--- src/rtl/dtq_pkg.sv ---
// Shared types and constants of the deadline timer queue.
// Used by dtq_scan_unit and deadline_timer_queue_top; no dependencies.
`timescale 1ns / 1ps

package dtq_pkg;

  localparam int TIMER_SLOTS_DEF = 32;
  localparam int TIME_BITS_DEF   = 48;

  localparam int SLOT_W   = 5;
  localparam int TMO_W    = 32;
  localparam int NOW_W    = 48;
  localparam int STATUS_W = 3;
  localparam int REM_W    = 48;

  localparam int MAX_RESULTS = 32;
  localparam int RES_CNT_W   = $clog2(MAX_RESULTS + 1);

  localparam int S_TDATA_W = 88;
  localparam int M_TDATA_W = 64;

  typedef enum logic [1:0] {
    REQ_ADD    = 2'd0,
    REQ_DELETE = 2'd1,
    REQ_EXPIRE = 2'd2,
    REQ_QUERY  = 2'd3
  } req_e;

  typedef enum logic [STATUS_W-1:0] {
    STS_OK        = 3'd0,
    STS_DUPLICATE = 3'd1,
    STS_NOT_ARMED = 3'd2,
    STS_FULL      = 3'd3,
    STS_ZERO_TMO  = 3'd4
  } status_e;

  // Commands from the request sequencer to the slot store.
  typedef struct packed {
    logic arm;       // write deadline and set armed mark
    logic disarm;    // clear armed mark
    logic scan;      // start a search for the earliest deadline
    logic due_only;  // search only among deadlines not after now
  } dtq_cmd_t;

  // Search status from the slot store.
  typedef struct packed {
    logic done;   // search finished this cycle
    logic found;  // an eligible slot was found
  } dtq_scan_sts_t;

endpackage

--- src/rtl/deadline_timer_queue_top.sv ---
// Top level of the deadline timer queue: request sequencer and result register.
// Depends on dtq_pkg and dtq_scan_unit.
`timescale 1ns / 1ps

// Usage
// Requests arrive as words on the s_axis channel: tuser carries the request
// kind (add, delete, expire, query) and tdata the slot, the timeout and the
// current millisecond time. Results leave as words on the m_axis channel;
// tlast marks the final word caused by a request.
// Add and delete answer one word each. Query answers one word after a
// sweep over the deadline memory. Expire sweeps the memory once per due
// slot, plus one final sweep unless 32 due slots were found, and emits one
// word per due slot, earliest deadline first, at most 32 words, or a single
// word with expired_valid clear when no slot is due. The single read port
// of the deadline memory yields one entry per cycle during a sweep. One
// request is worked on at a time; the next request is accepted once the
// previous one has queued its last word in the output register, even if
// that word is still waiting for the receiver.
// When the receiver stalls, the block holds the pending word and pauses.
// Reset clears all armed marks, so no timer is armed; deadline memory
// contents need no clearing since a deadline is only used while armed.
module deadline_timer_queue_top #(
  parameter int TIMER_SLOTS = dtq_pkg::TIMER_SLOTS_DEF,
  parameter int TIME_BITS   = dtq_pkg::TIME_BITS_DEF
) (
  input  logic                           clk_i,
  input  logic                           rst_ni,
  input  logic                           s_axis_tvalid,
  output logic                           s_axis_tready,
  // tdata fields from bit 0 up: slot_id[5], timeout_ms[32], now_ms[48], zero fill[3]
  input  logic [dtq_pkg::S_TDATA_W-1:0]  s_axis_tdata,
  // tuser fields from bit 0 up: req_type[2]
  input  logic [1:0]                     s_axis_tuser,
  output logic                           m_axis_tvalid,
  input  logic                           m_axis_tready,
  // tdata fields from bit 0 up: status[3], expired_slot[5], remaining_ms[48],
  // none_armed[1], zero fill[7]
  output logic [dtq_pkg::M_TDATA_W-1:0]  m_axis_tdata,
  // tuser fields from bit 0 up: expired_valid[1]
  output logic [0:0]                     m_axis_tuser,
  output logic                           m_axis_tlast
);
  import dtq_pkg::*;

  localparam int IDX_W = $clog2(TIMER_SLOTS);
  localparam int SUM_W = TIME_BITS + 1;

  typedef enum logic [2:0] {
    ST_IDLE,
    ST_EXEC,
    ST_SCAN,
    ST_RESULT,
    ST_FLUSH
  } state_e;

  state_e state_q, state_d;

  // Captured request.
  req_e                 req_q, req_d;
  logic [SLOT_W-1:0]    slot_q, slot_d;
  logic [TMO_W-1:0]     tmo_q, tmo_d;
  logic [TIME_BITS-1:0] now_q, now_d;

  // Expire bookkeeping: one found slot is held back until it is known
  // whether another follows, so that the final word carries tlast.
  logic [RES_CNT_W-1:0] cnt_q, cnt_d;
  logic                 pend_valid_q, pend_valid_d;
  logic [IDX_W-1:0]     pend_slot_q, pend_slot_d;

  // Output register.
  logic                 out_valid_q, out_valid_d;
  status_e              out_status_q, out_status_d;
  logic                 out_xv_q, out_xv_d;
  logic [SLOT_W-1:0]    out_slot_q, out_slot_d;
  logic [REM_W-1:0]     out_rem_q, out_rem_d;
  logic                 out_none_q, out_none_d;
  logic                 out_last_q, out_last_d;

  dtq_cmd_t             cmd;
  logic [IDX_W-1:0]     cmd_idx;
  dtq_scan_sts_t        sts;
  logic [TIMER_SLOTS-1:0] armed;
  logic [IDX_W-1:0]     best_idx;
  logic [TIME_BITS-1:0] best_dl;

  logic                 out_free;
  logic [IDX_W-1:0]     slot_idx;
  logic                 slot_ok;
  logic                 slot_armed;
  logic [SUM_W-1:0]     sum;
  logic [TIME_BITS-1:0] add_deadline;
  logic [TIME_BITS-1:0] diff;

  assign out_free   = !out_valid_q || m_axis_tready;
  assign slot_idx   = IDX_W'(slot_q);
  assign slot_ok    = (32'(slot_q) < 32'(TIMER_SLOTS));
  assign slot_armed = slot_ok && armed[slot_idx];

  // Deadline saturates at the top of the time range.
  assign sum          = SUM_W'(now_q) + SUM_W'(tmo_q);
  assign add_deadline = sum[TIME_BITS] ? '1 : sum[TIME_BITS-1:0];
  assign diff         = best_dl - now_q;

  assign cmd_idx = (state_q == ST_RESULT) ? best_idx : slot_idx;

  always_comb begin
    state_d      = state_q;
    req_d        = req_q;
    slot_d       = slot_q;
    tmo_d        = tmo_q;
    now_d        = now_q;
    cnt_d        = cnt_q;
    pend_valid_d = pend_valid_q;
    pend_slot_d  = pend_slot_q;
    out_valid_d  = out_valid_q && !m_axis_tready;
    out_status_d = out_status_q;
    out_xv_d     = out_xv_q;
    out_slot_d   = out_slot_q;
    out_rem_d    = out_rem_q;
    out_none_d   = out_none_q;
    out_last_d   = out_last_q;
    cmd          = '0;

    case (state_q)
      ST_IDLE: begin
        if (s_axis_tvalid) begin
          req_d        = req_e'(s_axis_tuser);
          slot_d       = s_axis_tdata[SLOT_W-1:0];
          tmo_d        = s_axis_tdata[SLOT_W +: TMO_W];
          now_d        = TIME_BITS'(s_axis_tdata[SLOT_W+TMO_W +: NOW_W]);
          cnt_d        = '0;
          pend_valid_d = 1'b0;
          state_d      = ST_EXEC;
        end
      end

      ST_EXEC: begin
        case (req_q)
          REQ_ADD, REQ_DELETE: begin
            if (out_free) begin
              out_valid_d = 1'b1;
              out_xv_d    = 1'b0;
              out_slot_d  = '0;
              out_rem_d   = '0;
              out_none_d  = 1'b0;
              out_last_d  = 1'b1;
              if (req_q == REQ_ADD) begin
                if (!slot_ok) begin
                  out_status_d = STS_FULL;
                end else if (tmo_q == '0) begin
                  out_status_d = STS_ZERO_TMO;
                end else if (slot_armed) begin
                  out_status_d = STS_DUPLICATE;
                end else begin
                  out_status_d = STS_OK;
                  cmd.arm      = 1'b1;
                end
              end else begin
                if (!slot_armed) begin
                  out_status_d = STS_NOT_ARMED;
                end else begin
                  out_status_d = STS_OK;
                  cmd.disarm   = 1'b1;
                end
              end
              state_d = ST_IDLE;
            end
          end
          default: begin
            cmd.scan     = 1'b1;
            cmd.due_only = (req_q == REQ_EXPIRE);
            state_d      = ST_SCAN;
          end
        endcase
      end

      ST_SCAN: begin
        if (sts.done) begin
          state_d = ST_RESULT;
        end
      end

      ST_RESULT: begin
        if (req_q == REQ_QUERY) begin
          if (out_free) begin
            out_valid_d  = 1'b1;
            out_status_d = STS_OK;
            out_xv_d     = 1'b0;
            out_slot_d   = '0;
            out_last_d   = 1'b1;
            if (!sts.found) begin
              out_rem_d  = '1;
              out_none_d = 1'b1;
            end else begin
              out_none_d = 1'b0;
              out_rem_d  = (now_q >= best_dl) ? '0 : REM_W'(diff);
            end
            state_d = ST_IDLE;
          end
        end else if (sts.found) begin
          if (!pend_valid_q || out_free) begin
            if (pend_valid_q) begin
              out_valid_d  = 1'b1;
              out_status_d = STS_OK;
              out_xv_d     = 1'b1;
              out_slot_d   = SLOT_W'(pend_slot_q);
              out_rem_d    = '0;
              out_none_d   = 1'b0;
              out_last_d   = 1'b0;
            end
            pend_valid_d = 1'b1;
            pend_slot_d  = best_idx;
            cmd.disarm   = 1'b1;
            cnt_d        = cnt_q + RES_CNT_W'(1);
            if (cnt_q == RES_CNT_W'(MAX_RESULTS - 1)) begin
              state_d = ST_FLUSH;
            end else begin
              cmd.scan     = 1'b1;
              cmd.due_only = 1'b1;
              state_d      = ST_SCAN;
            end
          end
        end else if (out_free) begin
          out_valid_d  = 1'b1;
          out_status_d = STS_OK;
          out_xv_d     = pend_valid_q;
          out_slot_d   = pend_valid_q ? SLOT_W'(pend_slot_q) : '0;
          out_rem_d    = '0;
          out_none_d   = 1'b0;
          out_last_d   = 1'b1;
          pend_valid_d = 1'b0;
          state_d      = ST_IDLE;
        end
      end

      ST_FLUSH: begin
        if (out_free) begin
          out_valid_d  = 1'b1;
          out_status_d = STS_OK;
          out_xv_d     = 1'b1;
          out_slot_d   = SLOT_W'(pend_slot_q);
          out_rem_d    = '0;
          out_none_d   = 1'b0;
          out_last_d   = 1'b1;
          pend_valid_d = 1'b0;
          state_d      = ST_IDLE;
        end
      end

      default: begin
        state_d = ST_IDLE;
      end
    endcase
  end

  always_ff @(posedge clk_i or negedge rst_ni) begin
    if (!rst_ni) begin
      state_q      <= ST_IDLE;
      out_valid_q  <= 1'b0;
      pend_valid_q <= 1'b0;
      cnt_q        <= '0;
    end else begin
      state_q      <= state_d;
      out_valid_q  <= out_valid_d;
      pend_valid_q <= pend_valid_d;
      cnt_q        <= cnt_d;
    end
  end

  always_ff @(posedge clk_i) begin
    req_q        <= req_d;
    slot_q       <= slot_d;
    tmo_q        <= tmo_d;
    now_q        <= now_d;
    pend_slot_q  <= pend_slot_d;
    out_status_q <= out_status_d;
    out_xv_q     <= out_xv_d;
    out_slot_q   <= out_slot_d;
    out_rem_q    <= out_rem_d;
    out_none_q   <= out_none_d;
    out_last_q   <= out_last_d;
  end

  dtq_scan_unit #(
    .TIMER_SLOTS (TIMER_SLOTS),
    .TIME_BITS   (TIME_BITS),
    .IDX_W       (IDX_W)
  ) u_scan (
    .clk_i           (clk_i),
    .rst_ni          (rst_ni),
    .cmd_i           (cmd),
    .idx_i           (cmd_idx),
    .wr_deadline_i   (add_deadline),
    .now_i           (now_q),
    .armed_o         (armed),
    .sts_o           (sts),
    .best_idx_o      (best_idx),
    .best_deadline_o (best_dl)
  );

  assign s_axis_tready   = (state_q == ST_IDLE);
  assign m_axis_tvalid   = out_valid_q;
  assign m_axis_tdata    = {7'd0, out_none_q, out_rem_q, out_slot_q, out_status_q};
  assign m_axis_tuser[0] = out_xv_q;
  assign m_axis_tlast    = out_last_q;

endmodule

--- src/rtl/dtq_scan_unit.sv ---
// Slot store of the deadline timer queue: deadline memory, armed marks and
// a sequential earliest-deadline search. Depends on dtq_pkg.
`timescale 1ns / 1ps

module dtq_scan_unit #(
  parameter int TIMER_SLOTS = dtq_pkg::TIMER_SLOTS_DEF,
  parameter int TIME_BITS   = dtq_pkg::TIME_BITS_DEF,
  parameter int IDX_W       = $clog2(TIMER_SLOTS)
) (
  input  logic                   clk_i,
  input  logic                   rst_ni,
  input  dtq_pkg::dtq_cmd_t      cmd_i,
  input  logic [IDX_W-1:0]       idx_i,
  input  logic [TIME_BITS-1:0]   wr_deadline_i,
  input  logic [TIME_BITS-1:0]   now_i,
  output logic [TIMER_SLOTS-1:0] armed_o,
  output dtq_pkg::dtq_scan_sts_t sts_o,
  output logic [IDX_W-1:0]       best_idx_o,
  output logic [TIME_BITS-1:0]   best_deadline_o
);
  import dtq_pkg::*;

  localparam int CNT_W = $clog2(TIMER_SLOTS + 1);

  logic [TIME_BITS-1:0] deadline_mem [TIMER_SLOTS];
  logic [TIME_BITS-1:0] rd_data_q;

  logic [TIMER_SLOTS-1:0] armed_q;
  logic                   scanning_q;
  logic                   due_only_q;
  logic [CNT_W-1:0]       scan_cnt_q;
  logic                   cmp_valid_q;
  logic [IDX_W-1:0]       cmp_idx_q;
  logic                   best_valid_q;
  logic [IDX_W-1:0]       best_idx_q;
  logic [TIME_BITS-1:0]   best_dl_q;

  logic issue;
  logic take;
  logic scan_done;

  assign issue     = scanning_q && (scan_cnt_q < CNT_W'(TIMER_SLOTS));
  assign scan_done = scanning_q && !issue && !cmp_valid_q;

  // A slot replaces the current best only when strictly earlier, so a tie
  // keeps the lower slot found first in the ascending sweep.
  assign take = cmp_valid_q && armed_q[cmp_idx_q]
             && (!due_only_q || (rd_data_q <= now_i))
             && (!best_valid_q || (rd_data_q < best_dl_q));

  always_ff @(posedge clk_i) begin
    if (cmd_i.arm) begin
      deadline_mem[idx_i] <= wr_deadline_i;
    end
    if (issue) begin
      rd_data_q <= deadline_mem[scan_cnt_q[IDX_W-1:0]];
    end
  end

  always_ff @(posedge clk_i or negedge rst_ni) begin
    if (!rst_ni) begin
      armed_q      <= '0;
      scanning_q   <= 1'b0;
      due_only_q   <= 1'b0;
      scan_cnt_q   <= '0;
      cmp_valid_q  <= 1'b0;
      cmp_idx_q    <= '0;
      best_valid_q <= 1'b0;
      best_idx_q   <= '0;
    end else begin
      if (cmd_i.arm) begin
        armed_q[idx_i] <= 1'b1;
      end else if (cmd_i.disarm) begin
        armed_q[idx_i] <= 1'b0;
      end
      cmp_valid_q <= issue;
      cmp_idx_q   <= scan_cnt_q[IDX_W-1:0];
      if (cmd_i.scan) begin
        scanning_q   <= 1'b1;
        due_only_q   <= cmd_i.due_only;
        scan_cnt_q   <= '0;
        best_valid_q <= 1'b0;
      end else begin
        if (issue) begin
          scan_cnt_q <= scan_cnt_q + CNT_W'(1);
        end
        if (scan_done) begin
          scanning_q <= 1'b0;
        end
        if (take) begin
          best_valid_q <= 1'b1;
          best_idx_q   <= cmp_idx_q;
        end
      end
    end
  end

  always_ff @(posedge clk_i) begin
    if (take) begin
      best_dl_q <= rd_data_q;
    end
  end

  assign armed_o         = armed_q;
  assign sts_o.done      = scan_done;
  assign sts_o.found     = best_valid_q;
  assign best_idx_o      = best_idx_q;
  assign best_deadline_o = best_dl_q;

endmodule
--- config.mk ---
export PLATFORM = sky130hd
export DESIGN_NAME = deadline_timer_queue_top
export DESIGN_NICKNAME = d
export VERILOG_FILES = /design/src/rtl/dtq_pkg.sv /design/src/rtl/deadline_timer_queue_top.sv /design/src/rtl/dtq_scan_unit.sv
export SDC_FILE = /design/constraint.sdc
export NUM_CORES = 2
export LEC_CHECK = 0
export ABC_AREA = 1
export BUFFER_PORTS_ARGS = -buffer_cell sky130_fd_sc_hd__buf_2
export CORE_AREA = 2 2 534 536
export DETAILED_ROUTE_END_ITERATION = 10
export DIE_AREA = 0 0 536 538
export GPL_ROUTABILITY_DRIVEN = 1
export PLACE_DENSITY_LB_ADDON = 0.2
export SYNTH_ARGS = -nofsm -noshare
export SYNTH_HDL_FRONTEND = slang
export SYNTH_SLANG_ARGS = --single-unit
--- constraint.sdc ---
create_clock -name clk_i -period 6.3 [get_ports clk_i]
set_input_delay 1.26 -clock clk_i [delete_from_list [all_inputs] [get_ports clk_i]]
set_output_delay 1.26 -clock clk_i [all_outputs]
set_load 0.005 [all_outputs]
### Yosys cells after proc, flatten, opt, wreduce, memory -nomap -nowiden

Memories as Yosys holds them, arrays and structs flattened. A register that Yosys moved wholly into a read port is not among the register bits.
Cells that the tools add are included.

| operators by class | value |
|---|---|
| add/sub/neg operators | 4 |
| $lt $le $gt $ge | 8 |
| eq/ne operators | 21 |
| multiplexer cells | 114 |
| bitwise logic cells | 5 |
| reductions and logical operators | 40 |

Operators by type and width:

| cell | number |
|---|---|
| two-way mux 48 bit | 10 |
| case mux 48 bit (3 select lines) | 1 |
| two-way mux 32 bit | 2 |
| two-way mux 3 bit | 20 |
| two-way mux 5 bit | 10 |
| adder 48 x 32 -> 49 bit | 1 |
| >= comparator 48 bit | 1 |
| less-or-equal comparator 48 bit | 1 |
| < comparator 48 bit | 1 |
| subtractor 48 bit | 1 |
| two-way mux 1 bit | 47 |
| two-way mux 6 bit | 6 |
| bitwise AND 32 bit | 1 |
| logical NOT 32 bit | 1 |
| inverter 32 bit | 1 |
| OR 32 bit | 1 |
| < comparator 5 x 6 -> 1 bit, second input constant | 3 |
| case mux 1 bit (3 select lines) | 5 |
| case mux 3 bit (5 select lines) | 1 |
| case mux 5 bit (3 select lines) | 1 |
| AND reduction 5 bit | 3 |
| adder 6 x 1 -> 6 bit, second input constant | 2 |
| case mux 6 bit (2 select lines) | 1 |
| AND reduction 4 bit | 3 |
| other kinds (30) | 68 |

| storage, ports and cells | value |
|---|---|
| flip-flop bits (word level) | 262 |
| bits in writable memories | 1536 |
| word-level logic and storage cells | 217 |
| memories | 1 |

Memories:

| memory | depth | width | rd ports | clocked after memory_dff | wr ports | line | text |
|---|---|---|---|---|---|---|---|
| u_scan.deadline_mem | 32 | 48 | 1 | 1 | 1 | dtq_scan_unit.sv:25 | `logic [TIME_BITS-1:0] deadline_mem [TIMER_SLOTS];` |

### Longest topological paths before layout

| depth | value |
|---|---|
| word-level depth | 10 |
| mapped depth | 19 |

### Modules after synthesis

Synthesis repeated with hierarchy kept, for this count alone.

| unflattened totals | value |
|---|---|
| cells, all modules | 7279 |
| area total of the unflattened synthesis | 82276.4 µm² |

By module, submodules not included:

| module | instances | cells an instance | area an instance (µm²) | seq. area each (µm²) |
|---|---|---|---|---|
| dtq_scan_unit | 1 | 5045 | 67440.9 | 50308.2 |
| deadline_timer_queue_top | 1 | 2234 | 14835.5 | 4809.6 |

### Worst setup path before layout

Ideal clock, no wire load.

| path | value |
|---|---|
| kind | input to register |
| from | input s_axis_tvalid |
| to | register cnt_q[5] |
| setup time | 0.321 ns |
| data arrival time | 5.718 ns |
| path slack | 0.261 ns |
| stages on the path | 7 |
| buffers on the path | 0 |
| cell sequence | inv_1 nor2_1 inv_1 nand2_1 nand4_1 xor2_1 nor2_1 |

| between the ends | value |
|---|---|
| word-level cells in the longest chain between the ends | 2 |

Ends and longest elaborated chain:

| element | line | text |
|---|---|---|
| start, declared | deadline_timer_queue_top.sv:28 | `input logic s_axis_tvalid,` |
| inequality test 2 bit (no source line) | n/a |  |
| AND reduction 5 bit (no source line) | n/a |  |
| end signal, assigned | deadline_timer_queue_top.sv:266 | `cnt_q <= cnt_d;` |
| end, declared | deadline_timer_queue_top.sv:66 | `logic [RES_CNT_W-1:0] cnt_q, cnt_d;` |

No other way between the ends.
A chain may end at the register's enable or synchronous reset.

### Worst setup path after layout

| path | value |
|---|---|
| from | register now_q[0] |
| to | memory u_scan.deadline_mem[22][2] (netlist name), data pin |

| between the ends | value |
|---|---|
| word-level cells in the longest chain between the ends | 2 |

Ends and longest elaborated chain:

| element | line | text |
|---|---|---|
| start, declared | deadline_timer_queue_top.sv:62 | `logic [TIME_BITS-1:0] now_q, now_d;` |
| start signal, assigned | deadline_timer_queue_top.sv:274 | `now_q <= now_d;` |
| adder 48 x 32 -> 49 bit | deadline_timer_queue_top.sv:100 | `assign sum = SUM_W'(now_q) + SUM_W'(tmo_q);` |
| two-way mux 48 bit | deadline_timer_queue_top.sv:101 | `assign add_deadline = sum[TIME_BITS] ? '1 : sum[TIME_BITS-1:0];` |
| named net add_deadline[2] | deadline_timer_queue_top.sv:91 | `logic [TIME_BITS-1:0] add_deadline;` |
| end, declared | dtq_scan_unit.sv:25 |  |

The timed path passes the listed nets, and every way through them passes these cells.

==> impl_metrics.tcl <==
set metrics [dict create \
    rows 196 \
    fin_nets 7671 \
    tightest_slew_ns 1.09 \
    hp-class "in -> async" \
    synth_edf_count 1783 \
    syn_area_um2 81600 \
    ys_seq_area_share_pct 67.6 \
    path_cells "ha_1 > fa_1 > nand3_1 > nand2_1 > a21oi_1 > o21ai_2 > nand3_1 > nand2_2 > inv_2 > nand2_1" \
    grt_pass1_vias 54974 \
    grt_antenna_before_repair 17 \
    cts_hold_buf 0 \
    relSlewSlack_pct 27.2 \
    finalCritPeriodShare_pct 74.6 \
    viasPerCell 5.10 \
    rsz0062_at_grt "false" \
    arrival_ns 5.02 \
    critPathSlowestCell "nand2_1" \
    dp_hpwl_mm 169 \
    overflow 0 \
    final_area_um2 93300 \
    grt_max_degree 166 \
    synth_cells 7285 \
    die_x_um 536 \
    dieArea_um2 288000 \
    globalplace.congestion 0.962 \
    drive_above_1_share_pct 8.75 \
    clk_latency_ns 0.87 \
    core_um2 283000 \
    port_buffers 151 \
    clk_pin_slew_ns 0.06 \
    fmax_ghz 0.213 \
    cp_num_buf_inv 1 \
    ctsResizeCount 0 \
    ys_async_sr_fraction_pct 3.41 \
    clock_path_buffers 3 \
    wl_mm 281 \
    synth_warnings 0 \
    max-vdd-ir-drop_mv 0.377 \
    p_leak_nw 32.6 \
    die_y_um 538 \
    fin_worst_skew_ns 0.0687 \
    ant_nets 0 \
    firstDrtPassIters 6 \
    hold_violations 0 \
    start_kind "flip-flop" \
    postCtsSetupBuffers 0 \
    cp_top_family "simple AND/OR/NAND/NOR gates" \
    synthFlopType "edfxtp_1" \
    drc 0 \
    syn_to_final_growth_pct 14.3 \
    cellPowerDensity_nw_per_um2 488 \
    start_util_pct 28.8 \
    min_period_ns 4.70 \
    cts_tree "yes" \
    outcome "finished clean" \
    htree_levels 4 \
    timing.max_cap.violations 0 \
    endpoint_kind "flip-flop" \
    root_buffer "clkbuf_16" \
    ios 162 \
    avgSynthCellArea_um2 11.2 \
    grt_pass1_wl_mm 399 \
    routedWlPerCell_um 24.8 \
    grt_usage_pct 19.0 \
    cpPeakStageDelay_ns 0.91 \
    drv_slew 0 \
    crit_type "reg -> reg" \
    synth.distinct_cells 53 \
    vias 57746 \
    place_area_um2 86900 \
    cp_max_fo 37 \
    synth_seq_cells 1846 \
    setup_viol 0 \
    hold_slack_ns 0.262 \
    tns_ns 0 \
    first_iter_violations 5833 \
    cts.sinks 1846 \
    cts_buffers 201 \
    critPathRequiredTime_ns 6.62 \
]
[per-stage QoR]
stage | worst slack [ns] | utilization, % | cells | total power, W
2_1_floorplan | 0.261 | - | 7291 | 0.0274
3_3_place_gp | 1.70 | 30.7 | 10957 | 0.0340
3_5_place_dp | 1.61 | 30.7 | 10957 | 0.0342
4_1_cts | 1.59 | 32.9 | 11325 | 0.0458
5_1_grt | 1.35 | 32.9 | 11327 | 0.0481
6_report | 1.60 | 32.9 | 11330 | 0.0455
[cell usage in the layout, fill, tap and decap left out, types with 87 or more instances in the layout]
master | Yosys | layout
nand4_1 | 87 | 87
o21ai_0 | 860 | 860
nor2_1 | 1062 | 1059
buf_4 | 15 | 104
o221ai_1 | 147 | 147
nand3_1 | 298 | 298
buf_2 | 64 | 151
a21oi_1 | 208 | 207
inv_1 | 485 | 452
o22ai_1 | 242 | 242
clkbuf_16 | 0 | 205
nand2_1 | 1127 | 1127
o21ai_1 | 98 | 98
edfxtp_1 | 1783 | 1783
ha_1 | 177 | 177
[report_power, final]
group	switching (W)	internal [W]
Clock	0.00499	0.00657
Sequential	0.000880	0.0161
Combinational	0.0125	0.00450
Total	0.0184	0.0271
[worst register-to-register path, cell delays in order (launching register included)]
cell and delay, ns:
edfxtp_1 0.52, ha_1 0.35, fa_1 0.44, nand3_1 0.11, nand2_1 0.20, a21oi_1 0.35, o21ai_2 0.16, nand3_1 0.11
nand2_2 0.20, inv_2 0.76, nand2_1 0.92
[final cells by class]
class | count | area [µm²]
antenna | 5 | 12.5
sequential | 1846 | 55100
clock buffer | 249 | 5300
multi-input combinational | 4562 | 23000
tap | 3762 | 4710
clock inverter | 119 | 1060
timing repair buffer | 280 | 2040
fill | 28437 | 190000
inverter | 507 | 2020
[registers in the layout, indices dropped and copies added, names as in the netlist, 2 cells and up, named ones only]
name                    count
req_q                       2
pend_slot_q                 5
cnt_q                       6
u_scan.deadline_mem      1536
u_scan.rd_data_q           48
state_q                     3
out_slot_q                  5
u_scan.scan_cnt_q           6
now_q                      48
u_scan.cmp_idx_q            5
u_scan.best_deadline_o     48
tmo_q                      32
out_rem_q                  48
u_scan.best_idx_o           5
out_status_q                3
slot_idx                    5
[kinds of logic (layout without fill, tap and decap cells)]
| logic type | Yosys count | count (layout) | synth area share, % |
|---|---|---|---|
| simple gates | 2669 | 2669 | 13.3 |
| compound gates | 1665 | 1665 | 11.6 |
| buf+inv | 883 | 1155 | 4.32 |
| xor+xnor | 42 | 42 | 0.451 |
| flops | 1846 | 1846 | 67.6 |
| other cells | 1 | 12 | 0.00460 |
| fa+ha+maj | 179 | 179 | 2.76 |
[worst paths after layout]
path / startpoint / end / slack, ns / cells past startpoint
max: now_q[0] / u_scan.deadline_mem[22][2] / 1.60 / 10
min in group clk_i: u_scan.rd_data_q[12] / u_scan.best_deadline_o[12] / 0.50 / 0
min: rst_ni / cnt_q[0] / 0.26 / 1
max in group asynchronous: rst_ni / u_scan.scan_cnt_q[1] / 4.91 / 2
max reg2reg: now_q[0] / u_scan.deadline_mem[22][2] / 1.60 / 10
min reg2reg: u_scan.rd_data_q[12] / u_scan.best_deadline_o[12] / 0.50 / 0
[cells in the mapped netlist (13+ instances only)]
cell type | number | share of area, %
nand2_1 | 1127 | 5.2
nor2_1 | 1062 | 4.9
buf_2 | 64 | 0.39
a21oi_1 | 208 | 1.3
o221ai_1 | 147 | 1.6
inv_2 | 16 | 0.074
xnor2_1 | 22 | 0.24
or2_2 | 13 | 0.10
ha_1 | 177 | 2.7
nor3_1 | 28 | 0.17
buf_4 | 15 | 0.14
xor2_1 | 20 | 0.21
edfxtp_1 | 1783 | 66
dfrtp_1 | 63 | 1.9
clkbuf_1 | 276 | 1.3
nand4_1 | 87 | 0.67
o21bai_1 | 19 | 0.17
o211ai_1 | 52 | 0.48
o21ai_0 | 860 | 5.3
nand3_1 | 298 | 1.8
o22ai_1 | 242 | 1.9
o21ai_1 | 98 | 0.60
nor4_1 | 13 | 0.10
inv_1 | 485 | 2.2
[layer usage]
| metal | vias to the layer above | track usage [%] | part of all wire, % | routed length (µm) |
|---|---|---|---|---|
| met4 | 2 | 5.22 | 2.5 | 7110 |
| li1 | 26302 | - | - | - |
| met3 | 324 | 2.36 | 5.9 | 16600 |
| met5 | - | 0 | 0.0025 | 7 |
| met2 | 1946 | 30.3 | 46 | 129000 |
| met1 | 29172 | 27.1 | 46 | 129000 |
Power figures use the tool's default switching activity.
